==> src/rtl/core/cle_pkg.sv <==
// shared types and constants for the circular list engine
package cle_pkg;

  localparam int unsigned CAPACITY = 16;
  localparam int unsigned DataW    = 32;
  localparam int unsigned PtrW     = $clog2(CAPACITY);
  localparam int unsigned CntW     = $clog2(CAPACITY + 1);
  localparam int unsigned SumW     = CntW + 1;

  typedef enum logic [1:0] {
    CMD_PUSH_FRONT = 2'd0,
    CMD_PUSH_BACK  = 2'd1,
    CMD_DELETE     = 2'd2,
    CMD_READOUT    = 2'd3
  } cmd_e;

  typedef enum logic [2:0] {
    ST_DONE     = 3'd0,
    ST_EMPTY    = 3'd1,
    ST_NOTFOUND = 3'd2,
    ST_FULL     = 3'd3,
    ST_ENTRY    = 3'd4
  } status_e;

  typedef struct packed {
    cmd_e               cmd;
    logic signed [31:0] value;
  } cle_req_t;

  typedef struct packed {
    status_e            status;
    logic signed [31:0] entry;
    logic               last_result;
  } cle_res_t;

endpackage

==> src/rtl/core/cle_ram.sv <==
// generic single write port, single read port ram with registered read
module cle_ram #(
  parameter int unsigned Width = 32,
  parameter int unsigned Depth = 16
) (
  input  logic                     clk_i,
  input  logic                     we_i,
  input  logic [$clog2(Depth)-1:0] waddr_i,
  input  logic [Width-1:0]         wdata_i,
  input  logic                     re_i,
  input  logic [$clog2(Depth)-1:0] raddr_i,
  output logic [Width-1:0]         rdata_o
);

  logic [Width-1:0] mem_q [Depth];
  logic [Width-1:0] rdata_q;

  always_ff @(posedge clk_i) begin
    if (we_i) begin
      mem_q[waddr_i] <= wdata_i;
    end
    if (re_i) begin
      rdata_q <= mem_q[raddr_i];
    end
  end

  assign rdata_o = rdata_q;

endmodule

==> src/rtl/core/cle_ctrl.sv <==
// command sequencer: pointer state, search, compaction and readout over the ram
module cle_ctrl (
  input  logic              clk_i,
  input  logic              rst_ni,
  input  logic              in_valid_i,
  output logic              in_ready_o,
  input  cle_pkg::cle_req_t in_req_i,
  output logic              res_valid_o,
  input  logic              res_ready_i,
  output cle_pkg::cle_res_t res_o
);

  typedef enum logic [4:0] {
    S_IDLE   = 5'b00001,
    S_SEARCH = 5'b00010,
    S_SHIFT  = 5'b00100,
    S_READ   = 5'b01000,
    S_RESP   = 5'b10000
  } state_e;

  state_e                      state_q, state_d;
  logic [cle_pkg::PtrW-1:0]    head_q, head_d;
  logic [cle_pkg::CntW-1:0]    count_q, count_d;
  logic [cle_pkg::DataW-1:0]   key_q, key_d;
  logic [cle_pkg::PtrW-1:0]    rd_pos_q, rd_pos_d;
  logic [cle_pkg::CntW-1:0]    rd_idx_q, rd_idx_d;
  logic [cle_pkg::PtrW-1:0]    wr_pos_q, wr_pos_d;
  cle_pkg::status_e            status_q, status_d;

  logic                        mem_we, mem_re;
  logic [cle_pkg::PtrW-1:0]    mem_waddr, mem_raddr;
  logic [cle_pkg::DataW-1:0]   mem_wdata, mem_rdata;

  logic [cle_pkg::PtrW-1:0]    prev_head, nxt_pos, tail_pos;
  logic [cle_pkg::SumW-1:0]    tail_sum;
  logic                        full, empty, idx_last;

  cle_ram #(
    .Width(cle_pkg::DataW),
    .Depth(cle_pkg::CAPACITY)
  ) u_ram (
    .clk_i  (clk_i),
    .we_i   (mem_we),
    .waddr_i(mem_waddr),
    .wdata_i(mem_wdata),
    .re_i   (mem_re),
    .raddr_i(mem_raddr),
    .rdata_o(mem_rdata)
  );

  // ring arithmetic without modulo
  assign prev_head = (head_q == '0) ? cle_pkg::PtrW'(cle_pkg::CAPACITY - 1)
                                    : head_q - cle_pkg::PtrW'(1);
  assign nxt_pos   = (rd_pos_q == cle_pkg::PtrW'(cle_pkg::CAPACITY - 1)) ? '0
                                    : rd_pos_q + cle_pkg::PtrW'(1);
  assign tail_sum  = cle_pkg::SumW'(head_q) + cle_pkg::SumW'(count_q);
  assign tail_pos  = (tail_sum >= cle_pkg::SumW'(cle_pkg::CAPACITY))
                   ? cle_pkg::PtrW'(tail_sum - cle_pkg::SumW'(cle_pkg::CAPACITY))
                   : cle_pkg::PtrW'(tail_sum);
  assign full      = (count_q == cle_pkg::CntW'(cle_pkg::CAPACITY));
  assign empty     = (count_q == '0);
  assign idx_last  = (cle_pkg::CntW'(rd_idx_q + cle_pkg::CntW'(1)) == count_q);

  always_comb begin
    state_d   = state_q;
    head_d    = head_q;
    count_d   = count_q;
    key_d     = key_q;
    rd_pos_d  = rd_pos_q;
    rd_idx_d  = rd_idx_q;
    wr_pos_d  = wr_pos_q;
    status_d  = status_q;
    mem_we    = 1'b0;
    mem_waddr = head_q;
    mem_wdata = in_req_i.value;
    mem_re    = 1'b0;
    mem_raddr = head_q;
    in_ready_o  = 1'b0;
    res_valid_o = 1'b0;
    res_o.status      = cle_pkg::ST_DONE;
    res_o.entry       = '0;
    res_o.last_result = 1'b1;

    unique case (state_q)
      S_IDLE: begin
        in_ready_o = res_ready_i;
        if (in_valid_i && res_ready_i) begin
          case (in_req_i.cmd) inside
            cle_pkg::CMD_PUSH_FRONT, cle_pkg::CMD_PUSH_BACK: begin
              res_valid_o = 1'b1;
              if (full) begin
                res_o.status = cle_pkg::ST_FULL;
              end else begin
                mem_we  = 1'b1;
                count_d = count_q + cle_pkg::CntW'(1);
                if (in_req_i.cmd == cle_pkg::CMD_PUSH_FRONT) begin
                  head_d    = prev_head;
                  mem_waddr = prev_head;
                end else begin
                  mem_waddr = tail_pos;
                end
              end
            end
            cle_pkg::CMD_DELETE, cle_pkg::CMD_READOUT: begin
              if (empty) begin
                res_valid_o  = 1'b1;
                res_o.status = cle_pkg::ST_EMPTY;
              end else begin
                key_d     = in_req_i.value;
                mem_re    = 1'b1;
                mem_raddr = head_q;
                rd_pos_d  = head_q;
                rd_idx_d  = '0;
                state_d   = (in_req_i.cmd == cle_pkg::CMD_DELETE) ? S_SEARCH : S_READ;
              end
            end
            default: ;
          endcase
        end
      end
      S_SEARCH: begin
        if (mem_rdata == key_q) begin
          if (idx_last) begin
            count_d  = count_q - cle_pkg::CntW'(1);
            status_d = cle_pkg::ST_DONE;
            state_d  = S_RESP;
          end else begin
            wr_pos_d  = rd_pos_q;
            mem_re    = 1'b1;
            mem_raddr = nxt_pos;
            rd_pos_d  = nxt_pos;
            rd_idx_d  = rd_idx_q + cle_pkg::CntW'(1);
            state_d   = S_SHIFT;
          end
        end else if (idx_last) begin
          status_d = cle_pkg::ST_NOTFOUND;
          state_d  = S_RESP;
        end else begin
          mem_re    = 1'b1;
          mem_raddr = nxt_pos;
          rd_pos_d  = nxt_pos;
          rd_idx_d  = rd_idx_q + cle_pkg::CntW'(1);
        end
      end
      S_SHIFT: begin
        // move the entry just read one slot toward the head
        mem_we    = 1'b1;
        mem_waddr = wr_pos_q;
        mem_wdata = mem_rdata;
        wr_pos_d  = rd_pos_q;
        if (idx_last) begin
          count_d  = count_q - cle_pkg::CntW'(1);
          status_d = cle_pkg::ST_DONE;
          state_d  = S_RESP;
        end else begin
          mem_re    = 1'b1;
          mem_raddr = nxt_pos;
          rd_pos_d  = nxt_pos;
          rd_idx_d  = rd_idx_q + cle_pkg::CntW'(1);
        end
      end
      S_READ: begin
        res_valid_o       = 1'b1;
        res_o.status      = cle_pkg::ST_ENTRY;
        res_o.entry       = mem_rdata;
        res_o.last_result = idx_last;
        if (res_ready_i) begin
          if (idx_last) begin
            state_d = S_IDLE;
          end else begin
            mem_re    = 1'b1;
            mem_raddr = nxt_pos;
            rd_pos_d  = nxt_pos;
            rd_idx_d  = rd_idx_q + cle_pkg::CntW'(1);
          end
        end
      end
      S_RESP: begin
        res_valid_o  = 1'b1;
        res_o.status = status_q;
        if (res_ready_i) begin
          state_d = S_IDLE;
        end
      end
      default: begin
        state_d = S_IDLE;
      end
    endcase
  end

  always_ff @(posedge clk_i or negedge rst_ni) begin
    if (!rst_ni) begin
      state_q <= S_IDLE;
      head_q  <= '0;
      count_q <= '0;
    end else begin
      state_q <= state_d;
      head_q  <= head_d;
      count_q <= count_d;
    end
  end

  always_ff @(posedge clk_i) begin
    key_q    <= key_d;
    rd_pos_q <= rd_pos_d;
    rd_idx_q <= rd_idx_d;
    wr_pos_q <= wr_pos_d;
    status_q <= status_d;
  end

endmodule

==> src/rtl/core/circular_list_engine_unit.sv <==
// top level of the circular list engine: sequencer plus registered result stage
// push, and delete or readout on an empty list: answered from idle, result seen the next cycle
// delete: one ram read per step, compaction runs right behind the search
// readout: one entry per cycle while the output register takes it, paced by the single ram read port
// one request in flight at a time; a new request is taken once the result register is free
// reset empties the list (head and count cleared); the entry ram is not cleared
module circular_list_engine_unit (
  input  logic              clk_i,
  input  logic              rst_ni,
  input  logic              in_valid_i,
  output logic              in_ready_o,
  input  cle_pkg::cle_req_t in_req_i,
  output logic              out_valid_o,
  input  logic              out_ready_i,
  output cle_pkg::cle_res_t out_res_o
);

  logic              res_valid;
  logic              res_ready;
  cle_pkg::cle_res_t res;

  logic              out_valid_q, out_valid_d;
  cle_pkg::cle_res_t out_res_q;

  // sequencer owns the list state and the entry ram
  cle_ctrl u_ctrl (
    .clk_i      (clk_i),
    .rst_ni     (rst_ni),
    .in_valid_i (in_valid_i),
    .in_ready_o (in_ready_o),
    .in_req_i   (in_req_i),
    .res_valid_o(res_valid),
    .res_ready_i(res_ready),
    .res_o      (res)
  );

  // output register takes a new result when empty or being drained this cycle
  assign res_ready = !out_valid_q || out_ready_i;

  always_comb begin
    out_valid_d = out_valid_q;
    if (res_valid && res_ready) begin
      out_valid_d = 1'b1;
    end else if (out_ready_i) begin
      out_valid_d = 1'b0;
    end
  end

  always_ff @(posedge clk_i or negedge rst_ni) begin
    if (!rst_ni) begin
      out_valid_q <= 1'b0;
    end else begin
      out_valid_q <= out_valid_d;
    end
  end

  // result payload, loaded only on a handoff from the sequencer
  always_ff @(posedge clk_i) begin
    if (res_valid && res_ready) begin
      out_res_q <= res;
    end
  end

  assign out_valid_o = out_valid_q;
  assign out_res_o   = out_res_q;

endmodule

==> config.mk <==
export PLATFORM = sky130hd
export DESIGN_NAME = circular_list_engine_unit
export DESIGN_NICKNAME = d
export VERILOG_FILES = /design/src/rtl/core/cle_pkg.sv /design/src/rtl/core/cle_ram.sv /design/src/rtl/core/cle_ctrl.sv /design/src/rtl/core/circular_list_engine_unit.sv
export SDC_FILE = /design/constraint.sdc
export NUM_CORES = 1
export LEC_CHECK = 0
export BUFFER_PORTS_ARGS = -buffer_cell sky130_fd_sc_hd__buf_2
export CAP_MARGIN = 20
export CELL_PAD_IN_SITES_DETAIL_PLACEMENT = 0
export CELL_PAD_IN_SITES_GLOBAL_PLACEMENT = 2
export CORE_ASPECT_RATIO = 0.9
export CORE_MARGIN = 2
export CORE_UTILIZATION = 46
export CTS_BUF_LIST = sky130_fd_sc_hd__clkbuf_16
export CTS_CLUSTER_DIAMETER = 150
export CTS_CLUSTER_SIZE = 24
export DETAILED_ROUTE_END_ITERATION = 7
export GPL_ROUTABILITY_DRIVEN = 0
export PLACE_DENSITY_LB_ADDON = 0.1
export SYNTH_ARGS = -nofsm -noshare
export SYNTH_HDL_FRONTEND = slang
export SYNTH_SLANG_ARGS = --single-unit
==> constraint.sdc <==
create_clock -name clk_i -period 4.7 [get_ports clk_i]
set_clock_uncertainty 0.05 [all_clocks]
set_input_delay 0.235 -clock clk_i [delete_from_list [all_inputs] [get_ports clk_i]]
set_output_delay 0.235 -clock clk_i [all_outputs]
set_load 0.05 [all_outputs]
==> impl_metrics.ini, run 1 <==
[outcome]
run_status = complete, no violations

[global_routing]
grt_pass1_vias = 13900
grt_max_degree = 76
grt_use_total_pct = 23.4
grt_first_pass_wirelength_mm = 98.0
antenna_found_initial = 0
grt_remaining_overflow = 0

[drt]
wl_per_cell_um = 27.0
drt_iter0_markers = 1352
vias_per_cell = 5.72
drt_wl_total_mm = 68.1
first_pass_iters = 5
vias = 14400
ant_nets = 0
drc = 0

[setup_path]
required_ns = 5.03
regToRegSetupSlack_ns = 0.76
critPathArrivalTime_ns = 4.28
path_max_fanout = 33
cp-start-kind = flop
worst_setup_path_end_kind = flop
worstSetupPathType = flop to flop
reg2reg_to = u_ctrl.u_ram.rdata_o[9]
r2r.worst_path.cells = 11
r2r_start = u_ctrl.rd_idx_q[0]

[timing]
hold_slack_ns = 0.0689
fin_crit_ns = 3.94
rsz0062_at_grt = no
drv_slew = 0
post-route-period-util_pct = 83.9
setup_slack_ns = 0.757
max_freq_mhz = 254
final-setup-viol-count = 0
final-hold-violation-count = 0
relSlewSlack_pct = 31.2
tightestPinTransition_ns = 1.03
fin_setup_tns_ns = 0

[layout]
fill_cells = 4611
final_core_util_pct = 51.7
instances_no_fill = 2523
area_growth_syn_to_layout_pct = 11.2
final_cell_area_um2 = 28800
drive_above_1_share_pct = 13.6
diodes = 0
layout_common_cells = edfxtp_1, nand2_1, mux2i_1
layout_commonest_cell = edfxtp_1
nNetsFinal = 1805

[power_and_ir_drop]
leakage_nw = 9.70
max-vdd-ir-drop_mv = 0.417
p_per_area_nw_per_um2 = 583
finalPower_mw = 16.8

[synthesis]
synth_ff_type = edfxtp_1
yosys.area_share.adder_pct = 0.589
yosys_warnings = 0
syn_area_per_cell_um2 = 15.8
synth_top_area_share_pct = 72.8
ys_seq_elements = 643
synth_cell_types = 57
synth_area_um2 = 25900
synth_mux_area_share_pct = 6.67
synth-simple-area-share_pct = 8.92
synth_top_family_by_area = simple AND/OR/NAND/NOR gates
synth_edf_count = 628
synth_area_leaders = edfxtp_1, mux2i_1, nand2_1
synth-compound-area-share_pct = 5.72
async_reset_ff_share_pct = 2.33
syn_inst = 1642
synth_fp_nets = 1691
synth_area_leader_cell = edfxtp_1
synthXorXnorAreaFrac_pct = 1.88
ys_seq_area_share_pct = 74.2

[clock_tree]
numCtsBuffers = 30
cts_resized = 0
cts.reportedPaths.clkPinSlew_ns = 0.11
root_buffer = clkbuf_16
cts.path.max_buffers = 3
clk_latency_ns = 0.64
cts_sinks = 643
cts_tree = done
htreeDepth = 1

[placement]
placed_cells = 2443
placed_area_um2 = 27600
place_hpwl_mm = 36.3
pre_cts_slack_ns = 0.825
io_buffers = 75

[die]
initial_core_util_pct = 46.5
core_um2 = 55700
die-area_um2 = 58200
die_h_um = 229
pin_count = 76
dieWidth_um = 254
fp-row-count = 82

[flow_run]
drv_cap = 0

[hold_path]
holdCritPathClass = input port to asynchronous set/reset pin
worst max-delay path by stage:
stage	to	slack (ns)	from
after floorplan	u_ctrl.u_ram.mem_q[14][0]	0.73	u_ctrl.state_q[1]
after global placement	u_ctrl.u_ram.rdata_o[9]	0.84	u_ctrl.rd_idx_q[0]
after detailed placement	u_ctrl.u_ram.rdata_o[9]	0.83	u_ctrl.rd_idx_q[0]
after CTS	u_ctrl.u_ram.rdata_o[9]	0.78	u_ctrl.rd_idx_q[0]
after global routing	u_ctrl.u_ram.rdata_o[7]	0.57	u_ctrl.rd_idx_q[0]
final	u_ctrl.u_ram.rdata_o[9]	0.76	u_ctrl.rd_idx_q[0]
worst max-delay path: stages, from the launching register on:
cell and delay (ns):
edfxtp_1 0.48, ha_1 0.28, xnor3_1 0.29, nand3_1 0.13, or3_1 0.47, nand4_1 0.17
and4_4 0.65, buf_12 0.31, buf_4 0.20, mux2i_1 0.22, o2111ai_1 0.15, and4_1 0.25
Yosys cell counts, types with 32 or more instances:
master     count
nand3_1       73
edfxtp_1     628
mux2i_1      132
clkbuf_1      46
nand2_1      257
mux2_2        36
and2_1        37
and4_1        33
nor2_1        43
a32oi_1       66
xnor2_1       45
o2111ai_1     32
a2bb2oi_1     32
state kept, by name (all words and copies together) (netlist names), 5 cells and up:
signal / flops
u_ctrl.state_q: 5
u_ctrl.u_ram.mem_q: 512
u_ctrl.rd_idx_q: 5
u_ctrl.key_q: 32
out_res_o: 36
u_ctrl.count_q: 5
u_ctrl.u_ram.rdata_o: 32
cell families (layout without fill, tap and decap cells):
kind of cell,Yosys count,count (layout)
fa+ha+maj,11,11
buf+inv,97,222
mux,168,168
flops,643,643
simple gates,488,488
compound gates,181,181
xor+xnor,54,54
layout make-up:
type | count | area, um2 | share of cell area [%]
flip-flops and latches | 643 | 19200 | 66.8
multi-input cells | 902 | 6350 | 22.1
repair buffers | 172 | 1430 | 4.98
well taps | 756 | 946 | 3.28
clock buffers | 30 | 751 | 2.61
clock inverters | 13 | 65.1 | 0.226
inverters | 7 | 26.3 | 0.0912
timing repair:
item	4_1_cts	5_1_grt
hold endpoints to repair	55	0
buffers inserted	0	0
hold buffers	37	0
routing by layer:
layer / vias to the layer above / global-route usage (%) / wire [um]
met5: - / 0 / 0
met2: 393 / 37.3 / 31800
met1: 7443 / 34.8 / 31300
met4: 0 / 4.83 / 1380
met3: 71 / 2.89 / 3690
li1: 6522 / - / -
report_power, final:
group          internal, mW  leakage [nW]  total (mW)  switching, mW
combinational          2.35          3.38        6.45           4.10
sequential             7.10          5.88        7.46          0.365
clock                  1.16         0.435        2.89           1.73
total                  10.6          9.70        16.8           6.19
Power figures use the tool's default switching activity.
==> inputs of run 2 (changes only) <==
--- a/config.mk
+++ b/config.mk
@@ -11,7 +11,7 @@
 export CELL_PAD_IN_SITES_GLOBAL_PLACEMENT = 2
 export CORE_ASPECT_RATIO = 0.9
 export CORE_MARGIN = 2
-export CORE_UTILIZATION = 46
+export CORE_UTILIZATION = 42
 export CTS_BUF_LIST = sky130_fd_sc_hd__clkbuf_16
 export CTS_CLUSTER_DIAMETER = 150
 export CTS_CLUSTER_SIZE = 24
==> constraint.sdc (replaced) <==
create_clock -name clk_i -period 3.4 [get_ports clk_i]
set_clock_uncertainty 0.05 [all_clocks]
set_input_delay 0.17 -clock clk_i [delete_from_list [all_inputs] [get_ports clk_i]]
set_output_delay 0.17 -clock clk_i [all_outputs]
set_load 0.05 [all_outputs]
==> run 2 against run 1 <==
Sequential share of layout area decreased by 3.6 points. Highest routed layer unchanged. Routed wire length increased by 8.5%. Largest cell class unchanged. Clock-buffer cell count did not move. Combinational power up 67%. Global-route usage is 0.43 points lower. Core utilization decreased by 1.9 points. First-iteration DRC count is 11% higher. Largest power group is now combinational logic. Sequential power rose by 38%.
==> impl_metrics.ini, run 2 (same netlist as run 1, synthesis figures left out) <==
[outcome]
run_status = complete, no violations

[layout]
nNetsFinal = 1928
diodes = 0
area_growth_syn_to_layout_pct = 17.6
layout_common_cells = edfxtp_1, nand2_1, mux2i_1
final_cell_area_um2 = 30500
largest-register = u_ctrl.u_ram.mem_q
drive_above_1_share_pct = 19.5
largest_reg_flops = 512
layout_commonest_cell = edfxtp_1
final_core_util_pct = 49.8

[timing]
final-hold-violation-count = 0
hold_slack_ns = 0.205
tightestPinTransition_ns = 0.809
fin_crit_ns = 3.31
post-route-period-util_pct = 97.4
final-setup-viol-count = 0
max_freq_mhz = 302
rsz0062_at_grt = no
drv_slew = 0
relSlewSlack_pct = 45.6
fin_setup_tns_ns = 0

[drt]
vias_per_cell = 5.66
first_pass_iters = 7
drt_wl_total_mm = 73.9
vias = 15200
drc = 0
drt_iter0_markers = 1495
ant_nets = 0
wl_per_cell_um = 27.6

[setup_path]
slowest_delay_ns = 0.41
cp-start-kind = flop
worst_setup_path_end_kind = flop
path_max_fanout = 21
crit_family = simple AND/OR/NAND/NOR gates
worstSetupPathType = flop to flop
cpMostUsedCell = buf_4
cp_cell_sequence = buf_4 > or3_1 > or2_2 > inv_2 > o32ai_2 > buf_4 > mux2i_4 > buf_4 > or3b_4 > buf_12 > a2bb2oi_1 > and4_1
required_ns = 3.74
critical_path_buf_inv_count = 5
slowest_stage = or3b_4
critPathArrivalTime_ns = 3.66

[placement]
place_hpwl_mm = 44.1
io_buffers = 75
placed_area_um2 = 28900

[power_and_ir_drop]
leakage_nw = 10.5
clockPowerShare_pct = 16.0
p_per_area_nw_per_um2 = 824
p_switching_mw = 9.18
comb_power_share_pct = 43.0
finalPower_mw = 25.1
power_switching_share_pct = 36.6
max-vdd-ir-drop_mv = 0.679
p_int_mw = 15.9
power_frac_seq_pct = 41.0

[clock_tree]
root_buffer = clkbuf_16
clk_latency_ns = 0.63
cts.path.max_buffers = 3
htreeDepth = 1
cts_tree = done
cts_sinks = 643
cts.reportedPaths.clkPinSlew_ns = 0.10
numCtsBuffers = 30

[die]
dieWidth_um = 266
initial_core_util_pct = 42.4
die_h_um = 240
fp-row-count = 86
pin_count = 76
core_um2 = 61100
die-area_um2 = 63700

[global_routing]
grt_remaining_overflow = 0
grt_max_degree = 52
grt_use_total_pct = 23.0
grt_first_pass_wirelength_mm = 105
antenna_found_initial = 1
grt_pass1_vias = 14800

[flow_run]
drv_cap = 0

[hold_path]
holdCritPathClass = input port to flop
[run 2: path summary, 6_finish.rpt]
| kind | start | end | slack, ns | cells past startpoint |
|---|---|---|---|---|
| max | u_ctrl.state_q[3] | u_ctrl.u_ram.rdata_o[13] | 0.09 | 12 |
| min | in_req_i[20] | u_ctrl.key_q[20] | 0.20 | 2 |
| max reg2reg | u_ctrl.state_q[3] | u_ctrl.u_ram.rdata_o[13] | 0.09 | 12 |
| min reg2reg | u_ctrl.rd_pos_q[1] | u_ctrl.wr_pos_q[1] | 0.51 | 0 |
| max in group asynchronous | rst_ni | u_ctrl.count_q[1] | 1.56 | 4 |
| min in group asynchronous | rst_ni | u_ctrl.state_q[0] | 0.54 | 3 |
[run 2: routing by layer]
layer  GRT usage, %  part of all wire [%]
met2           37.3                    47
met3           2.87                   5.1
met4           4.78                   2.1
met5              0                     0
met1           33.5                    46
[run 2: worst reg2reg max path, stage by stage, from the launching register on]
cell and delay (ns):
dfrtp_1 0.39, buf_4 0.15, or3_1 0.34, or2_2 0.35
inv_2 0.16, o32ai_2 0.11, buf_4 0.17, mux2i_4 0.20
buf_4 0.15, or3b_4 0.41, buf_12 0.20, a2bb2oi_1 0.18
and4_1 0.21
[run 2: through the flow]
stage | setup WS [ns] | cells
after detailed placement | -0.0609 | 2583
after floorplan | -0.0850 | 1642
final | 0.0870 | 2682
after global placement | -0.00540 | 2583
after global routing | 0.00169 | 2682
after CTS | 0.00973 | 2674
[run 2: timing repair]
| item | CTS | global route |
|---|---|---|
| endpoints found under the hold margin | 54 | 0 |
| cloned | 3 | 2 |
| pin swaps | 2 | 7 |
| setup buffers | 4 | 6 |
| gates resized for setup | 4 | 14 |
| hold buffers | 41 | 0 |
| setup endpoints to repair | 32 | 64 |
[run 2: power by group through the flow]
stage	clock network (mW)	registers, mW	logic, mW
6_report	4.02	10.3	10.8
5_1_grt	4.37	10.4	11.5
4_1_cts	4.13	10.3	10.6
3_5_place_dp	0	10.5	10.1
3_3_place_gp	0	10.5	10.1
2_1_floorplan	0	10.7	5.57
[run 2: cell type report]
cell class	count	area (um2)
inverters	7	26.3
fillers	5178	30700
clock inverters	13	65.1
repair buffers	295	2970
multi-input cells	902	6420
well taps	792	991
flip-flops and latches	643	19200
clock buffers	30	751
==> inputs of run 3 (changes only) <==
--- a/config.mk
+++ b/config.mk
@@ -5,19 +5,21 @@
 export SDC_FILE = /design/constraint.sdc
 export NUM_CORES = 1
 export LEC_CHECK = 0
+export ABC_CLOCK_PERIOD_IN_PS = 3600
 export BUFFER_PORTS_ARGS = -buffer_cell sky130_fd_sc_hd__buf_2
 export CAP_MARGIN = 20
 export CELL_PAD_IN_SITES_DETAIL_PLACEMENT = 0
 export CELL_PAD_IN_SITES_GLOBAL_PLACEMENT = 2
 export CORE_ASPECT_RATIO = 0.9
 export CORE_MARGIN = 2
-export CORE_UTILIZATION = 42
+export CORE_UTILIZATION = 46
 export CTS_BUF_LIST = sky130_fd_sc_hd__clkbuf_16
 export CTS_CLUSTER_DIAMETER = 150
 export CTS_CLUSTER_SIZE = 24
 export DETAILED_ROUTE_END_ITERATION = 7
 export GPL_ROUTABILITY_DRIVEN = 0
 export PLACE_DENSITY_LB_ADDON = 0.1
+export SETUP_SLACK_MARGIN = 0.5
 export SYNTH_ARGS = -nofsm -noshare
 export SYNTH_HDL_FRONTEND = slang
 export SYNTH_SLANG_ARGS = --single-unit
==> constraint.sdc (replaced) <==
create_clock -name clk_i -period 3.6 [get_ports clk_i]
set_clock_uncertainty 0.05 [all_clocks]
set_input_delay 0.18 -clock clk_i [delete_from_list [all_inputs] [get_ports clk_i]]
set_output_delay 0.18 -clock clk_i [all_outputs]
set_load 0.05 [all_outputs]
==> run 3 against run 2 <==
Sequential cell count unchanged. Cell area grew 4.0%. Combinational power rose by 14%. Clock-buffer cell count unchanged. Register-to-register slack improved by 0.28 ns. Sequential power decreased by 5%. Critical path depth up 1. Critical path type unchanged. Largest cell class unchanged.
==> impl_metrics.ini, run 3 (same netlist as run 1, synthesis figures left out) <==
[setup_path]
cp-start-kind = flop
slowest_delay_ns = 0.45
path_max_fanout = 5
worst_setup_path_end_kind = flop
r2r.worst_path.cells = 13
required_ns = 3.94
cp_cell_sequence = ha_4 > xnor3_1 > nand3_2 > or3_4 > nand4_1 > and4_4 > buf_12 > buf_12 > buf_8 > buf_16 > mux2_2 > a2bb2oi_1 > and4_1
slowest_stage = edfxtp_1
critical_path_buf_inv_count = 4
path_depth = 13
worstSetupPathType = flop to flop
crit_family = simple AND/OR/NAND/NOR gates
critPathArrivalTime_ns = 3.58
cpMostUsedCell = buf_12

[layout]
diodes = 0
nNetsFinal = 1946
largest_reg_flops = 512
fill_cells = 4386
largest-register = u_ctrl.u_ram.mem_q
drive_above_1_share_pct = 23.3
final_core_util_pct = 56.9
layout_commonest_cell = edfxtp_1
layout_common_cells = edfxtp_1, nand2_1, mux2i_1
area_growth_syn_to_layout_pct = 22.3
instances_no_fill = 2664
final-seq-area_um2 = 19200
multi_input_area_um2 = 6850

[timing]
fin_setup_tns_ns = 0
fin_crit_ns = 3.23
rsz0062_at_grt = yes
tightestPinTransition_ns = 0.834
final-hold-violation-count = 0
drv_slew = 0
max_freq_mhz = 309
relSlewSlack_pct = 43.8
post-route-period-util_pct = 89.8
final-setup-viol-count = 0

[drt]
drt_wl_total_mm = 76.5
ant_nets = 0
drc = 0
drt_iter0_markers = 1492
vias_per_cell = 5.82
vias = 15500
wl_per_cell_um = 28.7
first_pass_iters = 5

[power_and_ir_drop]
comb_power_share_pct = 47.6
clockPowerShare_pct = 14.6
power_switching_share_pct = 36.6
leakage_nw = 11.0
power_frac_seq_pct = 37.8
max-vdd-ir-drop_mv = 0.652
p_switching_mw = 9.48
p_per_area_nw_per_um2 = 817
p_int_mw = 16.4

[placement]
placed_cells = 2485
io_buffers = 75
place_hpwl_mm = 39.3

[clock_tree]
cts.path.max_buffers = 3
cts.reportedPaths.clkPinSlew_ns = 0.11
clk_latency_ns = 0.63
cts_sinks = 643
htreeDepth = 1
root_buffer = clkbuf_16
numCtsBuffers = 30
cts_tree = done

[die]
fp-row-count = 82
die-area_um2 = 58200
core_um2 = 55700
initial_core_util_pct = 46.5
pin_count = 76
die_h_um = 229
dieWidth_um = 254

[global_routing]
antenna_found_initial = 1
grt_use_total_pct = 25.9
grt.busiest_layer = met2
grt_use_met3_pct = 3.84
use_met1_pct = 37.0
grt_max_degree = 61
grt_first_pass_wirelength_mm = 107
grt_pass1_vias = 14900
grt_remaining_overflow = 0
met2_usage_pct = 42.1

[flow_run]
drv_cap = 0

[hold_path]
whs_path_depth = 2
holdCritPathClass = input port to flop

[outcome]
run_status = complete, no violations
[run 3: power by group through the flow]
stage               clock [mW]  combinational (mW)  sequential (mW)
detailed placement           0                8.78             9.91
global placement             0                8.72             9.91
floorplan                    0                5.28             10.1
global route              4.11                12.9             9.84
finish                    3.79                12.3             9.77
CTS                       3.87                11.6             9.75
[run 3: final cells by class]
type                    count  share of cell area, %
multi-input cells         902                   21.6
flip-flops and latches    643                   60.7
well taps                 756                   2.99
clock inverters            13                  0.205
inverters                   7                 0.0908
repair buffers            313                   12.0
clock buffers              30                   2.37
[run 3: per-stage QoR]
step | instance area, um2 | hold WS [ns] | total power [mW] | setup slack, ns
after floorplan | 26000 | -0.166 | 15.4 | 0.217
after global placement | 28200 | 0.0834 | 18.6 | 0.169
after detailed placement | 28200 | 0.0810 | 18.7 | 0.127
after CTS | 31100 | 0.177 | 25.2 | 0.378
after global routing | 31700 | 0.211 | 26.8 | 0.281
final | 31700 | 0.210 | 25.9 | 0.366
[run 3: final timing paths]
| check | from | end | slack, ns |
|---|---|---|---|
| max | u_ctrl.rd_idx_q[0] | u_ctrl.u_ram.rdata_o[17] | 0.37 |
| min | in_req_i[18] | u_ctrl.key_q[18] | 0.21 |
| max reg2reg | u_ctrl.rd_idx_q[0] | u_ctrl.u_ram.rdata_o[17] | 0.37 |
| min reg2reg | u_ctrl.rd_pos_q[2] | u_ctrl.wr_pos_q[2] | 0.49 |
| max in group asynchronous | rst_ni | u_ctrl.state_q[4] | 1.75 |
| min in group asynchronous | rst_ni | u_ctrl.state_q[0] | 0.54 |
[run 3: timing repair]
item,CTS,global route
gates cloned,22,6
gates resized for setup,111,65
buffers inserted,51,17
endpoints found under the setup margin,544,505
hold buffers,40,0
endpoints found under the hold margin,56,0
pin swaps,34,23
[run 3: routing by layer]
layer	share of wire [%]	routed length, um
met2	48	36900
met3	6.5	4930
met5	0.017	13
met1	43	32800
met4	2.4	1830
